**src/cbc_fifo.sv**
```systemverilog
module cbc_fifo #(
   parameter int WIDTH = 8,
   parameter int DEPTH = 4
) (
   input  logic                       clock,
   input  logic                       reset,
   input  logic                       push,
   input  logic [WIDTH-1:0]           din,
   input  logic                       pop,
   output logic [WIDTH-1:0]           dout,
   output logic                       full,
   output logic                       empty,
   output logic [$clog2(DEPTH+1)-1:0] count
);

   localparam int PW = (DEPTH > 1) ? $clog2(DEPTH) : 1;
   localparam int CW = $clog2(DEPTH+1);

   logic [WIDTH-1:0] mem_ff [DEPTH];
   logic [PW-1:0]    wr_ptr_ff, wr_ptr_in;
   logic [PW-1:0]    rd_ptr_ff, rd_ptr_in;
   logic [CW-1:0]    count_ff, count_in;
   logic             do_push, do_pop;

   assign full    = (count_ff == CW'(DEPTH));
   assign empty   = (count_ff == '0);
   assign count   = count_ff;
   assign dout    = mem_ff[rd_ptr_ff];
   assign do_push = push && !full;
   assign do_pop  = pop && !empty;

   // advance pointers with wrap at the depth
   always_comb begin
      wr_ptr_in = wr_ptr_ff;
      rd_ptr_in = rd_ptr_ff;
      count_in  = count_ff;
      if (do_push) begin
         wr_ptr_in = (wr_ptr_ff == PW'(DEPTH-1)) ? '0 : wr_ptr_ff + 1'b1;
      end
      if (do_pop) begin
         rd_ptr_in = (rd_ptr_ff == PW'(DEPTH-1)) ? '0 : rd_ptr_ff + 1'b1;
      end
      if (do_push && !do_pop) begin
         count_in = count_ff + 1'b1;
      end else if (do_pop && !do_push) begin
         count_in = count_ff - 1'b1;
      end
   end

   always_ff @(posedge clock) begin
      if (reset) begin
         wr_ptr_ff <= '0;
         rd_ptr_ff <= '0;
         count_ff  <= '0;
      end else begin
         wr_ptr_ff <= wr_ptr_in;
         rd_ptr_ff <= rd_ptr_in;
         count_ff  <= count_in;
      end
   end

   // store the pushed beat
   always_ff @(posedge clock) begin
      if (do_push) begin
         mem_ff[wr_ptr_ff] <= din;
      end
   end

endmodule

```
**config.mk**
```make
export PLATFORM = sky130hd
export DESIGN_NAME = cbc_fifo
export DESIGN_NICKNAME = d
export VERILOG_FILES = /design/src/cbc_fifo.sv
export SDC_FILE = /design/constraint.sdc
export NUM_CORES = 1
export LEC_CHECK = 0
export BUFFER_PORTS_ARGS = -buffer_cell sky130_fd_sc_hd__buf_2
export CAP_MARGIN = 20
export CORE_MARGIN = 5
export CORE_UTILIZATION = 44
export DETAILED_ROUTE_END_ITERATION = 10
export GPL_ROUTABILITY_DRIVEN = 0
export PLACE_DENSITY_LB_ADDON = 0.15
export SLEW_MARGIN = 20
export SYNTH_ARGS = -nofsm -noshare
export SYNTH_HDL_FRONTEND = slang
export SYNTH_SLANG_ARGS = --single-unit
export TNS_END_PERCENT = 20
```
**constraint.sdc**
```tcl
create_clock -name clock -period 2.7 [get_ports clock]
set_input_delay 0 -clock clock [delete_from_list [all_inputs] [get_ports clock]]
set_output_delay 0 -clock clock [all_outputs]
set_load 0.01 [all_outputs]
```
---- Yosys cells after proc, flatten, opt, wreduce, memory -nomap -nowiden ----
Memory sizes are Yosys's and may differ from the RTL's. A register that Yosys moved wholly into a read port is not among the register bits.
Cells that the tools add are included.
operators by class
  add/subtract/negate cells ............... 4
  equality and inequality tests ........... 3
  multiplexer cells ....................... 8
  reduce and logical (&&, ||, !) cells .... 10
operators by type and width
  cell                   number
  $mux W2                4
  $mux W3                2
  $add A2 B1 Y2 const B  2
  $eq A2 B2 Y1 const B   2
  $logic_and A1 B1 Y1    4
  $logic_not A1 Y1       4
  $add A3 B1 Y3 const B  1
  $eq A3 B3 Y1 const B   1
  $logic_not A3 Y1       1
  $sub A3 B1 Y3 const B  1
  $mux W1                2
  $reduce_bool A2 Y1     1
word-level totals
  bits in registers ....................... 7
  RAM bits ................................ 32
  output and inout bits ................... 13
  word-level logic and storage cells ...... 29
  memories kept ........................... 1
memory list
  memory  depth  width  rd ports  clocked after memory_dff  write ports  line  source
  mem_ff  4      8      1         1                         1            19    logic [WIDTH-1:0] mem_ff [DEPTH];

---- Logic depth before layout (Yosys ltp) ----
  word-level depth ........................ 7
  mapped depth ............................ 10
  depth with buffers taken out ............ 9

---- Least setup slack after synthesis ----
No wires, ideal clock.
  path kind ............................... register to register
  from .................................... register count_ff[0], in the netlist count[0]
  to ...................................... register count_ff[2], in the netlist count[2]
  library setup time ...................... 0.070 ns
  arrival ................................. 2.188 ns
  setup slack ............................. 0.442 ns
  stages on the path, launching flop included .. 11
  path buffers ............................ 1
  path through ............................ dfxtp_1 -> or3b_1 -> buf_6 -> clkinv_4 -> nor2_2 -> ha_1 -> inv_1 -> fa_1 -> xor2_1 -> or3_2 -> a21oi_1
between the ends
  cells in the longest elaborated chain, start to end .. 6
ends and longest elaborated chain
  element                              line  source
  start, declared                      22    logic [CW-1:0] count_ff, count_in;
  start signal, assigned               58    count_ff <= count_in;
  $eq A3 B3 Y1 *                       25    assign full = (count_ff == CW'(DEPTH));
  via full                             11    output logic full,
  $logic_not A1 Y1 *                   29    assign do_push = push && !full;
  $logic_and A1 B1 Y1 *                29
  via do_push                          23    logic do_push, do_pop;
  $logic_not A1 Y1                     45    end else if (do_pop && !do_push) begin
  $logic_and A1 B1 Y1                  45
  $reduce_bool A2 Y1 (no source line)  -
The timed path passes the listed nets; every way through them passes the cells marked *. The select of a mux whose other input is x is not followed.
A chain may end at the register's enable or synchronous reset.

---- Worst setup path in the final report ----
  from .................................... register count_ff[0], in the netlist count[0]
  to ...................................... register count_ff[2], in the netlist count[2]
between the ends
  cells in the longest elaborated chain, start to end .. 6
ends and longest elaborated chain
  element                              line
  $eq A3 B3 Y1 *                       25
  $logic_not A1 Y1 *                   29
  $logic_and A1 B1 Y1 *                29
  via do_push                          23
  $logic_not A1 Y1                     45
  $logic_and A1 B1 Y1                  45
  $reduce_bool A2 Y1 (no source line)  -
Marks and branches as above.

==> results.md <==
- Minimum clock period: about 2.4 ns
- Max Cap Viol: 0
- CP Launch Type: flip-flop
- Fmax: approximately 0.42 GHz
- Layout cells sized above 1: between 30% and 40%
- Initial antenna violation count: 0
- Worst endpoint required time: around 3 ns
- Post-DP HPWL: around 1.8 mm
- Die Height: slightly above 70 um
- Syn Nets: roughly 110
- Number of diodes: 0
- Grt ovf: 0
- RSZ-0062 raised after global routing: false
- Vias: ~900
- Initial Util: between 40% and 50%
- Reg2reg start: count[0]$_SDFFE_PP0P_
- Syn_area_per_cell: roughly 18 um2
- Delay-heaviest family, CP: simple AND/OR/NAND/NOR gates
- Width of the die: about 71 um
- Crit-path max cell delay: 0.46 ns
- Residual DRC: 0
- Fin Setup TNS: 0 ns
- PostCTS Resize Cnt: 0
- Total CTS buffers: 5
- Top cells by count, synth: 32 x edfxtp_1, 9 x dfxtp_1, 8 x mux4_2
- Most common cell in the netlist: edfxtp_1
- Final clock period utilization by the worst path: between 80% and 90%
- Critical path class: flip-flop to flip-flop
- Die area: roughly 5000 um2
- Initial DRC count: 62
- Yosys warning total: 0
- I/O Buffers: 24
- Hold Buf Count CTS: 9
- Slew HR: between 60% and 70%
- Layout area overhead: 20.2%
- Min-Delay Path Depth: 3
- Seq/Total Area, Yosys: between 60% and 70%
- Post-route non-filler standard cell count: around 180
- Gr usage total: ~12%
- Vias in the first global route: approximately 980
- R2R setup slack: ~0.3 ns
- Clock slew at reported path FFs: 0.08 ns
- Leading post-synthesis cells by cell area: edfxtp_1 58%, dfxtp_1 11%, mux4_2 11%, ha_1 4.6%, and3_2 1.8%
- Hold Crit Start: push
- Vias per cell: around 5
- Top FF cell, synth: edfxtp_1
- Nets: around 150
- CTS H-Tree Depth: 2
- Largest net degree at the start of global routing: 14
- Total wire length: 2.63 mm
- Max IR drop VDD: roughly 0.33 mV
- Mapped Area: roughly 1600 um2
- Power Density: ~830 nW/um2
- Io pins: 25
- Core ar.: 3630 um2
- Pins Over Slew Limit: 0
- Leakage: approximately 0.74 nW
- CP Data Arrival Time: approximately 2.6 ns
- # clock sinks: 41
- Critical path cell sequence: or3b_1 -> clkinv_4 -> nor2_2 -> ha_1 -> inv_1 -> fa_1 -> xor2_1 -> or3_2 -> a21oi_1
- Row count: 22
- Post-CTS Setup Bufs: 0
- Crit path capture type: flip-flop
- CTS tree: yes
- Cell Area, Placed: about 1800 um2
- Syn Inst Count: 92
- CTS Root Cell: clkbuf_8
- Routed Antenna Nets: 0
- Final hold vios: 0
- Yosys top cell by area: edfxtp_1
- Drt wl/cell: between 10 and 15 um
- Number of synthesized flops with an enable pin: 32
- Asr flop ratio synth: 0%
- Max clock buf depth: 2
- Worst slew pin tran: roughly 0.53 ns
- Status: complete, no violations
- Clock Latency Late Sink: ~0.28 ns
- Drt first pass iters: 4
- CP Max Fanout: 7
- Worst clock skew: 0.00387 ns
- Overall Power: ~1.7 mW
- CP max-delay cell: dfxtp_1
- First-pass GRT wire length: between 4 and 5 mm
- Synth cell types: 26
- Reg2reg path depth: 9
- Fin area: ~2000 um2
- Top-area cell type share of the netlist area: around 60%
- Worst Hold Endpoint: wr_ptr_ff[1]$_SDFFE_PP0P_
- Seq cells post-synth: 41
- Worst hold-check path type: input pin to flip-flop
- Final-report setup violation count: 0
- CP bufs+invs: 2
- Cell count after placement: 160
- Reg2reg end: count[2]$_SDFFE_PP0P_
[final cells by class]
cell class | instances | area (um2)
fillers | 328 | 1660
multi-input cells | 42 | 457
flip-flops and latches | 41 | 1140
well taps | 48 | 60.1
inverters | 5 | 23.8
repair buffers | 33 | 210
clock buffers | 5 | 68.8
clock inverters | 3 | 17.5
[routing by layer]
layer / GRT usage, % / share of wire (%)
met2: 20.2 / 52
met3: 2.98 / 4.9
met1: 14.8 / 42
met4: 5.64 / 1.7
met5: 0 / 0
[worst reg2reg max path, stage by stage (launching register included)]
cell and delay [ns]:
dfxtp_1 0.46, or3b_1 0.31, clkinv_4 0.08, nor2_2 0.13, ha_1 0.20, inv_1 0.06, fa_1 0.37, xor2_1 0.16
or3_2 0.41, a21oi_1 0.14
[per-stage QoR]
| stage | setup WS [ns] | hold slack, ns | utilization [%] |
|---|---|---|---|
| 2_1_floorplan | 0.442 | 0.0989 | - |
| 6_report | 0.300 | 0.0222 | 54.4 |
| 3_5_place_dp | 0.321 | 0.223 | 49.6 |
| 3_3_place_gp | 0.401 | 0.212 | 49.6 |
| 4_1_cts | 0.294 | 0.0159 | 54.4 |
| 5_1_grt | 0.0853 | 0.0360 | 54.4 |
[state kept, by name, summed over array words and instances (netlist names), named ones only]
signal	flops
rd_ptr_ff	2
count	3
mem_ff	32
wr_ptr_ff	2
[cells by family (layout without fill, tap and decap cells)]
| family | after synthesis | in the layout | synth area share [%] |
|---|---|---|---|
| flops | 41 | 41 | 69.4 |
| compound gates | 7 | 7 | 3.04 |
| buf+inv | 9 | 46 | 2.89 |
| mux | 10 | 10 | 12.2 |
| simple gates | 16 | 16 | 5.70 |
| xor+xnor | 2 | 2 | 1.06 |
| fa+ha+maj | 7 | 7 | 5.78 |
[placed cells by master, fill, tap and decap left out]
cell	n
clkinvlp_4	1
and3_2	4
a21oi_1	3
or3_1	1
nand2_1	1
nor2_2	1
mux2i_1	2
inv_1	4
ha_1	6
xor2_1	2
dlygate4sd3_1	9
clkinv_4	1
nand3_1	2
mux4_2	8
or3_2	1
or3b_1	1
clkbuf_8	5
nor2_1	3
clkinv_2	2
o31ai_2	2
o21ai_0	1
edfxtp_1	32
dfxtp_1	9
fa_1	1
buf_2	24
o21ai_1	1
nor3_1	2
[how the worst max path moves through the flow]
| stage | from | end | slack, ns | cells after the start |
|---|---|---|---|---|
| 2_1_floorplan | count[0]$_SDFFE_PP0P_ | count[2]$_SDFFE_PP0P_ | 0.44 | 10 |
| 3_3_place_gp | count[0]$_SDFFE_PP0P_ | count[2]$_SDFFE_PP0P_ | 0.40 | 9 |
| 3_5_place_dp | count[0]$_SDFFE_PP0P_ | count[2]$_SDFFE_PP0P_ | 0.32 | 9 |
| 4_1_cts | count[0]$_SDFFE_PP0P_ | count[2]$_SDFFE_PP0P_ | 0.29 | 9 |
| 5_1_grt | count[0]$_SDFFE_PP0P_ | count[2]$_SDFFE_PP0P_ | 0.09 | 9 |
| 6_report | count[0]$_SDFFE_PP0P_ | count[2]$_SDFFE_PP0P_ | 0.30 | 9 |
[power breakdown]
group          internal, mW  leakage (nW)  switching [mW]  total, mW
registers             0.769         0.367          0.0764      0.846
clock network         0.178        0.0439           0.205      0.384
logic                 0.220         0.331           0.201      0.421
No activity file was read; power rests on OpenSTA's default activity.
