$ cat config.mk
export PLATFORM = sky130hd
export DESIGN_NAME = cbc_front
export DESIGN_NICKNAME = d
export VERILOG_FILES = /design/src/cbc_pkg.sv /design/src/cbc_front.sv
export SDC_FILE = /design/constraint.sdc
export NUM_CORES = 1
export LEC_CHECK = 0
export BUFFER_PORTS_ARGS = -buffer_cell sky130_fd_sc_hd__buf_2
export CAP_MARGIN = 10
export CORE_MARGIN = 2
export CORE_UTILIZATION = 60
export DETAILED_ROUTE_END_ITERATION = 12
export PLACE_DENSITY = 0.83
export SETUP_SLACK_MARGIN = 0.4
export SYNTH_ARGS = -nofsm -noshare
export SYNTH_HDL_FRONTEND = slang
export SYNTH_SLANG_ARGS = --single-unit
$ cat constraint.sdc
create_clock -name clock -period 6.1 [get_ports clock]
set_clock_uncertainty 0.15 [all_clocks]
set_input_delay 0.915 -clock clock [delete_from_list [all_inputs] [get_ports clock]]
set_output_delay 0.915 -clock clock [all_outputs]
set_load 0.1 [all_outputs]
$ cat src/cbc_pkg.sv
package cbc_pkg;

   // fixed geometry of the cartridge bus
   localparam int ROM_BANK_BYTES = 16384;
   localparam int RAM_BANK_BYTES = 8192;
   localparam int ROM_OFF_W      = $clog2(ROM_BANK_BYTES);
   localparam int RAM_OFF_W      = $clog2(RAM_BANK_BYTES);
   localparam int ROM_BANK_W     = 7;
   localparam int RAM_BANK_W     = 2;
   localparam int RAM_IDX_W      = RAM_BANK_W + RAM_OFF_W;
   localparam int ROM_ADDR_W     = ROM_BANK_W + ROM_OFF_W;

   // defaults for top-level parameters
   localparam int RAM_BYTES_DEF  = 32768;
   localparam int CMD_DEPTH_DEF  = 4;
   localparam int RSP_DEPTH_DEF  = 4;

   // field widths
   localparam int FUNC_W       = 2;
   localparam int ADDR_W       = 16;
   localparam int DATA_W       = 8;
   localparam int STATUS_W     = 2;
   localparam int ROM_SIZE_W   = 22;
   localparam int RAM_SIZE_W   = 16;
   localparam int CSR_IDX_W    = 2;
   localparam int CSR_DATA_W   = 32;

   // register indexes
   localparam logic [CSR_IDX_W-1:0] CSR_ROM_SIZE = 2'd0;
   localparam logic [CSR_IDX_W-1:0] CSR_RAM_SIZE = 2'd1;

   localparam logic [ROM_SIZE_W-1:0] ROM_SIZE_RST = 22'd2097152;
   localparam logic [RAM_SIZE_W-1:0] RAM_SIZE_RST = 16'd32768;

   // bus functions
   localparam logic [FUNC_W-1:0] FN_READ  = 2'd0;
   localparam logic [FUNC_W-1:0] FN_WRITE = 2'd1;
   localparam logic [FUNC_W-1:0] FN_TICK  = 2'd2;

   // result status codes
   localparam logic [STATUS_W-1:0] ST_DONE = 2'd0;
   localparam logic [STATUS_W-1:0] ST_ROM  = 2'd1;
   localparam logic [STATUS_W-1:0] ST_BAD  = 2'd2;

   // 8 KiB address regions, selected by address[15:13]
   localparam logic [2:0] RGN_ROM_BANK = 3'd1;
   localparam logic [2:0] RGN_BANK_SEL = 3'd2;
   localparam logic [2:0] RGN_LATCH    = 3'd3;
   localparam logic [2:0] RGN_RAM      = 3'd5;

   // bank select values
   localparam logic [DATA_W-1:0] SEL_RAM_MAX = 8'h03;
   localparam logic [DATA_W-1:0] SEL_RTC_MIN = 8'h08;
   localparam logic [DATA_W-1:0] SEL_RTC_MAX = 8'h0C;

   // RTC register selects (register minus 0x08)
   localparam logic [2:0] RTC_SEC  = 3'd0;
   localparam logic [2:0] RTC_MIN  = 3'd1;
   localparam logic [2:0] RTC_HOUR = 3'd2;

   localparam logic [5:0] LAST_SEC_MIN = 6'd59;
   localparam logic [DATA_W-1:0] BYTE_FF = 8'hFF;

   // command kinds handed from front to back
   localparam logic [1:0] CMD_DONE = 2'd0;
   localparam logic [1:0] CMD_RD   = 2'd1;
   localparam logic [1:0] CMD_WR   = 2'd2;

   typedef struct packed {
      logic [STATUS_W-1:0]   status;
      logic [DATA_W-1:0]     read_data;
      logic [ROM_ADDR_W-1:0] rom_address;
   } rsp_type;

   typedef struct packed {
      logic [1:0]           kind;
      logic [RAM_IDX_W-1:0] idx;
      logic [DATA_W-1:0]    data;
      rsp_type              rsp;
   } cmd_type;

endpackage

$ cat src/cbc_front.sv
module cbc_front #(
   parameter int RAM_BYTES = cbc_pkg::RAM_BYTES_DEF
) (
   input  logic                            clock,
   input  logic                            reset,
   input  logic                            req_push,
   output logic                            req_full,
   input  logic [cbc_pkg::FUNC_W-1:0]      req_func,
   input  logic [cbc_pkg::ADDR_W-1:0]      req_address,
   input  logic [cbc_pkg::DATA_W-1:0]      req_write_data,
   input  logic                            csr_valid,
   output logic                            csr_ready,
   input  logic [cbc_pkg::CSR_IDX_W-1:0]   csr_index,
   input  logic [cbc_pkg::CSR_DATA_W-1:0]  csr_write_data,
   input  logic                            cmd_full,
   input  logic                            clearing,
   output logic                            cmd_push,
   output cbc_pkg::cmd_type                cmd
);

   import cbc_pkg::*;

   logic [ROM_SIZE_W-1:0] rom_size_ff, rom_size_in;
   logic [RAM_SIZE_W-1:0] ram_size_ff, ram_size_in;
   logic [ROM_BANK_W-1:0] rom_bank_ff, rom_bank_in;
   logic [RAM_BANK_W-1:0] ram_bank_ff, ram_bank_in;
   logic                  rtc_mode_ff, rtc_mode_in;
   logic [2:0]            rtc_select_ff, rtc_select_in;
   logic                  last_zero_ff, last_zero_in;
   logic [31:0]           elapsed_ff, elapsed_in;
   logic [5:0]            sec_ff, sec_in;
   logic [5:0]            min_ff, min_in;
   logic [7:0]            hour_ff, hour_in;
   logic [5:0]            lsec_ff, lsec_in;
   logic [5:0]            lmin_ff, lmin_in;
   logic [7:0]            lhour_ff, lhour_in;

   logic                  accept;
   logic                  csr_wr;
   logic [2:0]            region;
   logic [ROM_ADDR_W-1:0] rom_off;
   logic [RAM_IDX_W-1:0]  ram_idx;
   logic                  ram_ok;
   logic [DATA_W-1:0]     rtc_byte;
   logic [ROM_BANK_W-1:0] bank_req;

   assign csr_ready = 1'b1;
   assign csr_wr    = csr_valid && csr_ready;
   assign req_full  = cmd_full || clearing;
   assign accept    = req_push && !req_full;
   assign cmd_push  = accept;

   assign region   = req_address[ADDR_W-1:ADDR_W-3];
   assign rom_off  = {rom_bank_ff, req_address[ROM_OFF_W-1:0]};
   assign ram_idx  = {ram_bank_ff, req_address[RAM_OFF_W-1:0]};
   assign ram_ok   = ({1'b0, ram_idx} < ram_size_ff) && (32'(ram_idx) < RAM_BYTES);
   assign bank_req = req_write_data[ROM_BANK_W-1:0];

   // pick the latched RTC register
   always_comb begin
      unique case (rtc_select_ff)
         RTC_SEC:  rtc_byte = {2'b00, lsec_ff};
         RTC_MIN:  rtc_byte = {2'b00, lmin_ff};
         RTC_HOUR: rtc_byte = lhour_ff;
         default:  rtc_byte = '0;
      endcase
   end

   // classify the beat, update bank and clock state, and take CSR writes
   always_comb begin
      rom_size_in   = rom_size_ff;
      ram_size_in   = ram_size_ff;
      rom_bank_in   = rom_bank_ff;
      ram_bank_in   = ram_bank_ff;
      rtc_mode_in   = rtc_mode_ff;
      rtc_select_in = rtc_select_ff;
      last_zero_in  = last_zero_ff;
      elapsed_in    = elapsed_ff;
      sec_in        = sec_ff;
      min_in        = min_ff;
      hour_in       = hour_ff;
      lsec_in       = lsec_ff;
      lmin_in       = lmin_ff;
      lhour_in      = lhour_ff;

      cmd.kind            = CMD_DONE;
      cmd.idx             = ram_idx;
      cmd.data            = req_write_data;
      cmd.rsp.status      = ST_DONE;
      cmd.rsp.read_data   = '0;
      cmd.rsp.rom_address = '0;

      if (csr_wr) begin
         if (csr_index == CSR_ROM_SIZE) begin
            rom_size_in = csr_write_data[ROM_SIZE_W-1:0];
         end else if (csr_index == CSR_RAM_SIZE) begin
            ram_size_in = csr_write_data[RAM_SIZE_W-1:0];
         end
      end

      if (req_func == FN_READ) begin
         if (req_address[ADDR_W-1:ROM_OFF_W] == '0) begin
            if ({6'b0, req_address} < rom_size_ff) begin
               cmd.rsp.status      = ST_ROM;
               cmd.rsp.rom_address = ROM_ADDR_W'(req_address);
            end else begin
               cmd.rsp.read_data = BYTE_FF;
            end
         end else if (!req_address[ADDR_W-1]) begin
            if ({1'b0, rom_off} < rom_size_ff) begin
               cmd.rsp.status      = ST_ROM;
               cmd.rsp.rom_address = rom_off;
            end else begin
               cmd.rsp.read_data = BYTE_FF;
            end
         end else if (region == RGN_RAM) begin
            if (rtc_mode_ff) begin
               cmd.rsp.read_data = rtc_byte;
            end else if (ram_ok) begin
               cmd.kind = CMD_RD;
            end else begin
               cmd.rsp.read_data = BYTE_FF;
            end
         end else begin
            cmd.rsp.status = ST_BAD;
         end
      end else if (req_func == FN_WRITE) begin
         if (region == RGN_ROM_BANK) begin
            rom_bank_in = (bank_req == '0) ? ROM_BANK_W'(1) : bank_req;
         end else if (region == RGN_BANK_SEL) begin
            if (req_write_data <= SEL_RAM_MAX) begin
               ram_bank_in = req_write_data[RAM_BANK_W-1:0];
               rtc_mode_in = 1'b0;
            end else if (req_write_data >= SEL_RTC_MIN && req_write_data <= SEL_RTC_MAX) begin
               rtc_select_in = 3'(req_write_data - SEL_RTC_MIN);
               rtc_mode_in   = 1'b1;
            end
         end else if (region == RGN_LATCH) begin
            if (last_zero_ff && req_write_data == 8'd1) begin
               lsec_in  = sec_ff;
               lmin_in  = min_ff;
               lhour_in = hour_ff;
            end
            last_zero_in = (req_write_data == '0);
         end else if (region == RGN_RAM) begin
            if (!rtc_mode_ff && ram_ok) begin
               cmd.kind = CMD_WR;
            end
         end
      end else if (req_func == FN_TICK) begin
         // count seconds; a wrap of the 32-bit count restarts seconds, minutes and hours
         if (elapsed_ff == '1) begin
            elapsed_in = '0;
            sec_in     = '0;
            min_in     = '0;
            hour_in    = '0;
         end else begin
            elapsed_in = elapsed_ff + 1'b1;
            if (sec_ff == LAST_SEC_MIN) begin
               sec_in = '0;
               if (min_ff == LAST_SEC_MIN) begin
                  min_in  = '0;
                  hour_in = hour_ff + 1'b1;
               end else begin
                  min_in = min_ff + 1'b1;
               end
            end else begin
               sec_in = sec_ff + 1'b1;
            end
         end
      end
   end

   always_ff @(posedge clock) begin
      if (reset) begin
         rom_size_ff <= ROM_SIZE_RST;
         ram_size_ff <= RAM_SIZE_RST;
      end else begin
         rom_size_ff <= rom_size_in;
         ram_size_ff <= ram_size_in;
      end
   end

   // bank and clock state moves only on an accepted beat
   always_ff @(posedge clock) begin
      if (reset) begin
         rom_bank_ff   <= ROM_BANK_W'(1);
         ram_bank_ff   <= '0;
         rtc_mode_ff   <= 1'b0;
         rtc_select_ff <= RTC_SEC;
         last_zero_ff  <= 1'b0;
         elapsed_ff    <= '0;
         sec_ff        <= '0;
         min_ff        <= '0;
         hour_ff       <= '0;
         lsec_ff       <= '0;
         lmin_ff       <= '0;
         lhour_ff      <= '0;
      end else if (accept) begin
         rom_bank_ff   <= rom_bank_in;
         ram_bank_ff   <= ram_bank_in;
         rtc_mode_ff   <= rtc_mode_in;
         rtc_select_ff <= rtc_select_in;
         last_zero_ff  <= last_zero_in;
         elapsed_ff    <= elapsed_in;
         sec_ff        <= sec_in;
         min_ff        <= min_in;
         hour_ff       <= hour_in;
         lsec_ff       <= lsec_in;
         lmin_ff       <= lmin_in;
         lhour_ff      <= lhour_in;
      end
   end

   a_bank_nonzero: assert property (@(posedge clock) disable iff (reset)
      rom_bank_ff != '0) else $error("ROM bank register holds zero");

   a_time_range: assert property (@(posedge clock) disable iff (reset)
      sec_ff <= LAST_SEC_MIN && min_ff <= LAST_SEC_MIN)
      else $error("RTC seconds or minutes out of range");

   a_no_accept_clear: assert property (@(posedge clock) disable iff (reset)
      clearing |-> !cmd_push) else $error("beat accepted during RAM clear");

endmodule

---- Word level (Yosys, flattened, before mapping) ----
Index checks and enable logic that the tools add are counted.
storage, ports and cells
  bits in registers ....................... 124
  input bits .............................. 66
  output and inout port bits .............. 59
  logic and storage cells ................. 110
cells by class
  $add $sub $neg .......................... 5
  order comparisons ....................... 6
  equality and inequality tests ........... 13
  mux-type cells .......................... 39
  bitwise gates (word level) .............. 6
  reduce and logical (&&, ||, !) cells .... 27
operator list
  kind                                                                                  number
  8-bit 2-to-1 mux                                                                      8
  31-bit 2-to-1 mux                                                                     2
  21-bit 2-to-1 mux                                                                     2
  32-bit by 1-bit adder with 32-bit output (second input constant)                      1
  32-bit == test (second input constant)                                                1
  32-bit 2-to-1 mux                                                                     1
  6-bit 2-to-1 mux                                                                      5
  2-bit 2-to-1 mux                                                                      12
  8-bit one-hot mux with 3 select lines                                                 1
  6-bit AND reduction                                                                   4
  16-bit by 22-bit less-than comparator with 1-bit output                               1
  21-bit by 22-bit less-than comparator with 1-bit output                               1
  15-bit by 16-bit less-than comparator with 1-bit output                               1
  16-bit 2-to-1 mux                                                                     1
  7-bit AND reduction                                                                   2
  6-bit by 1-bit adder with 6-bit output (second input constant)                        2
  6-bit == test (second input constant)                                                 2
  10-bit 2-to-1 mux                                                                     1
  3-bit by 2-bit == test with 1-bit output (second input constant)                      3
  8-bit by 1-bit adder with 8-bit output (second input constant)                        1
  8-bit by 1-bit == test with 1-bit output (second input constant)                      1
  8-bit by 4-bit greater-or-equal comparator with 1-bit output (second input constant)  1
  8-bit by 2-bit less-or-equal comparator with 1-bit output (second input constant)     1
  8-bit by 4-bit less-or-equal comparator with 1-bit output (second input constant)     1
  other kinds (20)                                                                      40

---- Depth between registers and ports, before layout ----
Gate-level depths: netlist of the first run.
  word-level depth ........................ 9
  gate-level depth with buffers ........... 9
  gate-level depth less buffers ........... 8

---- Worst setup path before layout of the first run ----
No wires, ideal clock.
  path kind ............................... input port to output port
  start ................................... input req_address[9] (netlist bit)
  end ..................................... output cmd[10] (netlist bit)
  arrival time ............................ 4.439 ns
  data required time ...................... 5.035 ns
  slack ................................... 0.596 ns
  stages on the path ...................... 8
  path buffers ............................ 1
  path through ............................ ha_1 a21oi_1 a31oi_1 nor3_1 o21a_1 a211oi_2 buf_4 nor3b_1
RTL lines
  item                RTL line         text
  start: declaration  cbc_front.sv:9   input logic [cbc_pkg::ADDR_W-1:0] req_address,
  end: declaration    cbc_front.sv:18  output cbc_pkg::cmd_type cmd

==> qor.csv, run 1 <==
stage,metric,value,unit
status,status,completed,
timing,Fin Hold WS,0.300,ns
timing,RSZ-0062 raised after global routing,no,
finish,Nets,1036,
worst_setup_path,Crit Path Category,input pin to primary output,
worst_setup_path,Critical Path Source Type,input pin,
global_route,largest net degree at the start of global routing,87,
timing,Tcrit/Tclk final,0.725,
worst_setup_path,worst setup path startpoint,req_address[15],
global_route,vias in the first global route,5743,
floorplanning,Horiz. Die Dim,109,um
power,Leak Pwr,2.98,nW
finish,Layout Cells excl Fill,1083,
floorplanning,row cnt,38,
finish,share of layout cells above drive strength 1,0.173,
timing,Final Max Tran Viols,0,
worst_setup_path,"Max FO, Critical Path",15,
synthesis,area share of and/or/nand/nor cells after synthesis,0.289,
timing,worst slew pin tran,0.989,ns
routing,Residual DRC,0,
global_route,gr busiest metal,met2,
finish,Fillers,829,
synthesis,"Seq/Total Area, Yosys",0.374,
routing,number of DRC markers in iteration 0,449,
timing,post-route minimum period,4.42,ns
synthesis,fraction of the mapped netlist area in adder cells,0.0755,
clock_tree,CTS Buffer Depth,2,
power,sw frac,0.276,
finish,# diodes,0,
power,Pwr per Cell Area,273,nW/um^2
floorplanning,initial core utilization,0.615,
clock_tree,hold-fix buffers at CTS,0,
global_route,global-route usage over all layers,0.284,
synthesis,cell area after synthesis,6630,sq um
place,gpl congestion,0.868,
timing,# setup viols final,0,
finish,Reg area,2480,sq um
synthesis,ys flop type,dfxtp_1,
worst_setup_path,reg2reg start,elapsed_ff[11],
routing,average wire per standard cell,14.9,um
clock_tree,clock slew at reported path FFs,0.06,ns
synthesis,register bit count reported by yosys,124,
worst_setup_path,crit-path most repeated cell,buf_2,
worst_setup_path,Buf/Inv on CP,2,
synthesis,XOR/XNOR share of the synthesized area,0.0475,
timing,Setup TNS,0,ns
synthesis,Syn Area/Cell,7.81,sq um
clock_tree,H-tree levels,4,
global_route,initial antenna violation count,0,
worst_setup_path,Critical Path Max Stage Delay,0.80,ns
clock_tree,Root Buffer,clkbuf_8,
finish,Area growth syn-to-layout,16.3,%
worst_setup_path,CP arrival,3.36,ns
clock_tree,clk_lat worst skew,0.53,ns
worst_setup_path,r2r setup slk,3.26,ns
floorplanning,core area,10800,sq um
worst_setup_path,slowest cell on the critical path,a211oi_2,
synthesis,complex-gate fraction of the synthesized area,0.117,
worst_setup_path,critical path's top delay family,compound AO/OA/AOI/OAI gates,
routing,WL final,16200,um
synthesis,share of flip-flops with an asynchronous set or reset,0,
synthesis,main combinational cell family by area after synthesis,simple AND/OR/NAND/NOR gates,
job,max cap viols,0,
power,Switch Pwr,0.580,mW
synthesis,"EDFF count, synth",0,
worst_setup_path,Worst EP required,5.03,ns
synthesis,post-synthesis mux area share,0.0257,
clock_tree,CTS Sinks,124,
worst_setup_path,"Cell Chain, Critical Path",buf_2 > ha_1 > o21ai_0 > a2111oi_0 > nor3_1 > a211oi_2 > nor3b_1 > buf_2,
floorplanning,die extent in y,109,um
routing,Via density,5.69,
synthesis,YS warnings,0,
global_route,global route overflow,0,
timing,Fin. Hold Viols,0,
synthesis,syn nets,955,
clock_tree,postcts setup bufs,0,
routing,number of routed nets with antenna violations,0,
synthesis,Synth area leaders,"dfxtp_1 37%, nand2_1 8.3%, ha_1 7.5%, a21oi_1 7.1%, nor2_1 5.4%",
clock_tree,CTS tree,built,
finish,fin area,7710,sq um
routing,TritonRoute pass-1 iters,5,
global_route,met1 GRT Util,0.346,
worst_setup_path,CP Capture Type,primary output,
power,Pint,1.52,mW
place,Inst Count DP,1051,
hold_path,Hold Path Class,flip-flop to flip-flop,
global_route,met3 Usage GRT,0.0586,
synthesis,share of the synthesized area in the top cell type,0.374,
synthesis,leading area contributor after synthesis,dfxtp_1,
place,Port Buf Inserts,113,
timing,maximum clock frequency,0.226,GHz
power,Flop pwr share,0.392,
place,dpl hpwl,11300,um
synthesis,cells after synthesis,849,
place,Placed Area,7100,sq um
synthesis,distinct cell type count after synthesis,56,
global_route,grt met2 use,0.483,
clock_tree,Inserted Clock Buffers,17,
hold_path,hold_sp,lsec_ff[3],
timing,Slew HR,0.340,
finish,area of the multi-input gates,3690,sq um
floorplanning,Die ar.,11900,sq um
power,combinational power share,0.118,
clock_tree,CTS resizes,0,
floorplanning,I/O pin total,125,
power,Clk pwr share,0.491,
global_route,first-pass GRT wire length,26500,um
routing,via count,6157,
power,maximum VDD drop,0.000208,V
-- logic make-up after synthesis --
group	after synthesis
adders and majority gates	40
xor gates and xnor gates	36
muxes	17
and+or+nand+nor	398
DFF	124
AOI/OAI and AO/OA	135
buffers and inverters	98
other	1
-- power by group through the flow --
stage / Clock, mW / Sequential [mW] / Combinational (mW)
floorplan: 0 / 0.840 / 0.194
global placement: 0 / 0.841 / 0.242
detailed placement: 0 / 0.842 / 0.245
CTS: 1.04 / 0.824 / 0.247
global route: 1.08 / 0.825 / 0.266
finish: 1.03 / 0.824 / 0.247
-- per-layer routing --
layer / part of all wire / vias up
li1: - / 3044
met1: 0.44 / 2854
met2: 0.48 / 218
met3: 0.058 / 41
met4: 0.027 / 0
met5: 0 / -
-- synth_stat cells (2+ instances only) --
master	count
nor3_1	18
and4_1	4
o21ai_0	13
nor2_1	95
mux2i_1	17
buf_2	6
ha_1	40
buf_4	24
nor4_2	2
a211o_1	3
inv_1	43
nor4_1	7
nor3b_1	16
or4_1	2
nand3b_1	4
a22o_1	2
dfxtp_1	124
nand2_1	147
a21o_1	2
xnor2_1	16
nand2b_1	10
clkbuf_1	25
and3_1	7
nor2b_1	4
and2_1	10
nand4b_1	3
or2_2	3
a31oi_1	4
o21a_1	2
xor2_1	20
nand4_1	27
or3_1	10
a21oi_1	94
a211oi_1	3
nand3_1	21
-- layout by cell type, fill, tap and decap left out, types with 13 or more instances in the layout --
cell,n
mux2i_1,17
a21oi_1,94
ha_1,40
o21ai_0,13
dfxtp_1,124
clkbuf_16,16
inv_1,43
xnor2_1,16
nand2_1,147
nor3_1,18
nor3b_1,15
xor2_1,20
nor2_1,95
buf_2,113
nand3_1,21
nand4_1,27
-- worst register-to-register path, cell delays in order (launching register included) --
cell and delay [ns]:
dfxtp_1 0.41, nand4_1 0.26, nor4_1 0.64, nand4_1 0.29
nand2b_1 0.49, buf_4 0.38, nor2_1 0.10
-- flip-flops by register name, summed over array words and instances (netlist names) --
signal,cells
hour_ff,8
rtc_mode_ff,1
rom_bank_ff,7
elapsed_ff,32
last_zero_ff,1
ram_bank_ff,2
rom_size_ff,22
rtc_select_ff,3
lsec_ff,6
lmin_ff,6
ram_size_ff,16
min_ff,6
sec_ff,6
lhour_ff,8
-- worst paths after layout --
kind                         to  depth (start not counted)
setup / recovery         cmd[3]                          8
hold / removal       lsec_ff[3]                          2
setup reg to reg  elapsed_ff[3]                          6
hold reg to reg      lsec_ff[3]                          2
-- area by class of cell --
| cell class | count | area share |
|---|---|---|
| Multi-Input combinational cell | 627 | 0.479 |
| Sequential cell | 124 | 0.322 |
| Clock inverter | 13 | 0.0214 |
| Inverter | 43 | 0.0209 |
| Timing Repair Buffer | 117 | 0.0772 |
| Clock buffer | 19 | 0.0573 |
| Tap cell | 140 | 0.0227 |
-- stage by stage --
stage	power (mW)	utilization	setup WS, ns
after global routing	2.17	0.714	1.48
final	2.10	0.714	1.68
after detailed placement	1.09	0.658	1.68
after floorplan	1.03	-	0.596
after CTS	2.11	0.714	1.68
after global placement	1.08	0.658	1.70
No activity file was read; power rests on OpenSTA's default activity.
==> run 2: changes to the inputs <==
Settings changed: CORE_UTILIZATION 60 to 51, PLACE_DENSITY 0.83 to 0.75.
Clock period 6.1 ns to 3.7 ns, I/O delays scaled along.
==> run 2 against run 1 <==
  * Sequential cell count unchanged
  * Cell count up 5.1%
  * Global-route usage down 3.2 points
  * Critical endpoint is now cmd[8]
==> qor.csv, run 2 (same netlist as run 1, synthesis figures left out) <==
stage,metric,value,unit
clock_tree,Root Buffer,clkbuf_16,
global_route,largest net degree at the start of global routing,86,
hold_path,hold_sp,csr_write_data[15],
finish,Nets,1059,
place,Port Buf Inserts,113,
worst_setup_path,Worst EP required,2.99,ns
finish,Area growth syn-to-layout,35.9,%
worst_setup_path,r2r endpoint,sec_ff[2],
routing,number of routed nets with antenna violations,0,
finish,share of layout cells above drive strength 1,0.274,
floorplanning,die extent in y,118,um
timing,Tcrit/Tclk final,0.919,
timing,final setup margin,0.299,ns
routing,TritonRoute pass-1 iters,5,
routing,number of DRC markers in iteration 0,569,
routing,via count,6446,
timing,worst slew pin tran,0.913,ns
power,Pwr per Cell Area,401,nW/um^2
finish,most frequent cells in the layout,"147 x nand2_1, 112 x dfxtp_1, 91 x a21oi_1",
finish,"commonest non-fill, non-tap cell in the layout",nand2_1,
floorplanning,initial core utilization,0.523,
clock_tree,CTS Sinks,124,
clock_tree,CTS Buffer Depth,2,
clock_tree,hold-fix buffers at CTS,0,
job,max cap viols,0,
finish,max FFs per register,32,
place,dpl hpwl,11400,um
clock_tree,CTS tree,built,
timing,RSZ-0062 raised after global routing,yes,
clock_tree,clk_lat worst skew,0.42,ns
power,Leak Pwr,3.34,nW
global_route,global-route usage over all layers,0.252,
hold_path,Worst Hold Path EP,ram_size_ff[15],
finish,# diodes,0,
routing,WL final,18200,um
global_route,vias in the first global route,6091,
timing,Final Max Tran Viols,0,
clock_tree,clock slew at reported path FFs,0.06,ns
place,dpl ws,0.0900,ns
worst_setup_path,CP Capture Type,primary output,
floorplanning,core area,12700,sq um
floorplanning,Horiz. Die Dim,118,um
global_route,first-pass GRT wire length,28800,um
routing,average wire per standard cell,16.0,um
floorplanning,row cnt,41,
timing,post-route minimum period,3.40,ns
hold_path,WHS Path Cells,3,
worst_setup_path,Crit Path Category,flip-flop to primary output,
worst_setup_path,Worst R2R Path Depth,6,
hold_path,Hold Path Class,input pin to flip-flop,
worst_setup_path,CP arrival,2.70,ns
timing,Fin Hold WS,0.222,ns
timing,maximum clock frequency,0.294,GHz
worst_setup_path,reg2reg start,elapsed_ff[11],
finish,Largest Register,elapsed_ff,
timing,# setup viols final,0,
timing,Fin. Hold Viols,0,
floorplanning,Die ar.,13900,sq um
global_route,initial antenna violation count,1,
routing,Via density,5.66,
worst_setup_path,Critical Path Source Type,flip-flop,
clock_tree,Inserted Clock Buffers,17,
power,maximum VDD drop,0.000266,V
routing,Residual DRC,0,
status,status,completed,
worst_setup_path,r2r setup slk,1.20,ns
place,gpl congestion,0.823,
global_route,global route overflow,0,
timing,Setup TNS,0,ns
worst_setup_path,"Max FO, Critical Path",8,
finish,biggest registers after layout,"elapsed_ff: 32 flops, rom_size_ff: 22 flops, ram_size_ff: 16 flops",
clock_tree,H-tree levels,4,
timing,Slew HR,0.391,
floorplanning,I/O pin total,125,
## run 2: cell types whose count changed in the layout (fill, tap and decap cells not counted), moves of 14 or more
cell / delta
buf_4: +14
buf_2: -32
buf_12: +28
nor3b_1: -14
nor3b_4: +14
ha_4: +17
ha_1: -17
## run 2: worst max-delay path, cell delays in order (launching register included)
cell and delay [ns]:
dfxtp_2 0.35, inv_2 0.05, ha_4 0.26, nand4_1 0.11, o221a_2 0.34, o21a_2 0.24
buf_6 0.12, o31ai_4 0.26, buf_4 0.16, buf_12 0.15, nor3b_4 0.07, buf_12 0.16
## run 2: cell type report
class,instances,area [sq um]
Timing Repair Buffer,140,1260
Multi-Input combinational cell,627,4260
Inverter,43,161
Clock inverter,12,135
Fill cell,926,3650
Clock buffer,20,478
Tap cell,172,215
Sequential cell,124,2500
## run 2: worst max path at each step
stage	startpoint	endpoint	slack [ns]
after global routing	rom_size_ff[2]	cmd[8]	0.24
after global placement	req_address[5]	cmd[5]	0.12
after floorplan	req_address[2]	cmd[54]	0.32
final	rom_size_ff[3]	cmd[8]	0.30
after detailed placement	req_address[5]	cmd[3]	0.09
after CTS	rom_size_ff[3]	cmd[11]	0.38
## run 2: metrics by stage
step	util	instance area [sq um]	total power, mW	cells
finish	0.712	9020	3.62	1138
global route	0.712	9020	3.72	1138
CTS	0.696	8820	3.60	1137
detailed placement	0.620	7850	1.87	1098
global placement	0.620	7850	1.87	1098
floorplan	-	7050	1.75	849
## run 2: report_power, final
part	switching, mW	internal (mW)	leakage [nW]
registers	0.0109	1.35	1.01
clock network	0.628	1.07	0.290
logic	0.373	0.186	2.04
## run 2: metal layers
layer	vias up	share of wire	track usage	routed length, um
met4	2	0.029	0.0964	525
met3	58	0.058	0.0499	1050
met1	3051	0.42	0.310	7560
li1	3100	-	-	-
met5	-	0.00077	0	14
met2	235	0.50	0.434	9030
## run 2: timing repair
item,4_1_cts,5_1_grt
cloned,1,0
buffers inserted,6,1
endpoints found under the setup margin,32,32
pin swaps,27,14
resized for setup,79,44
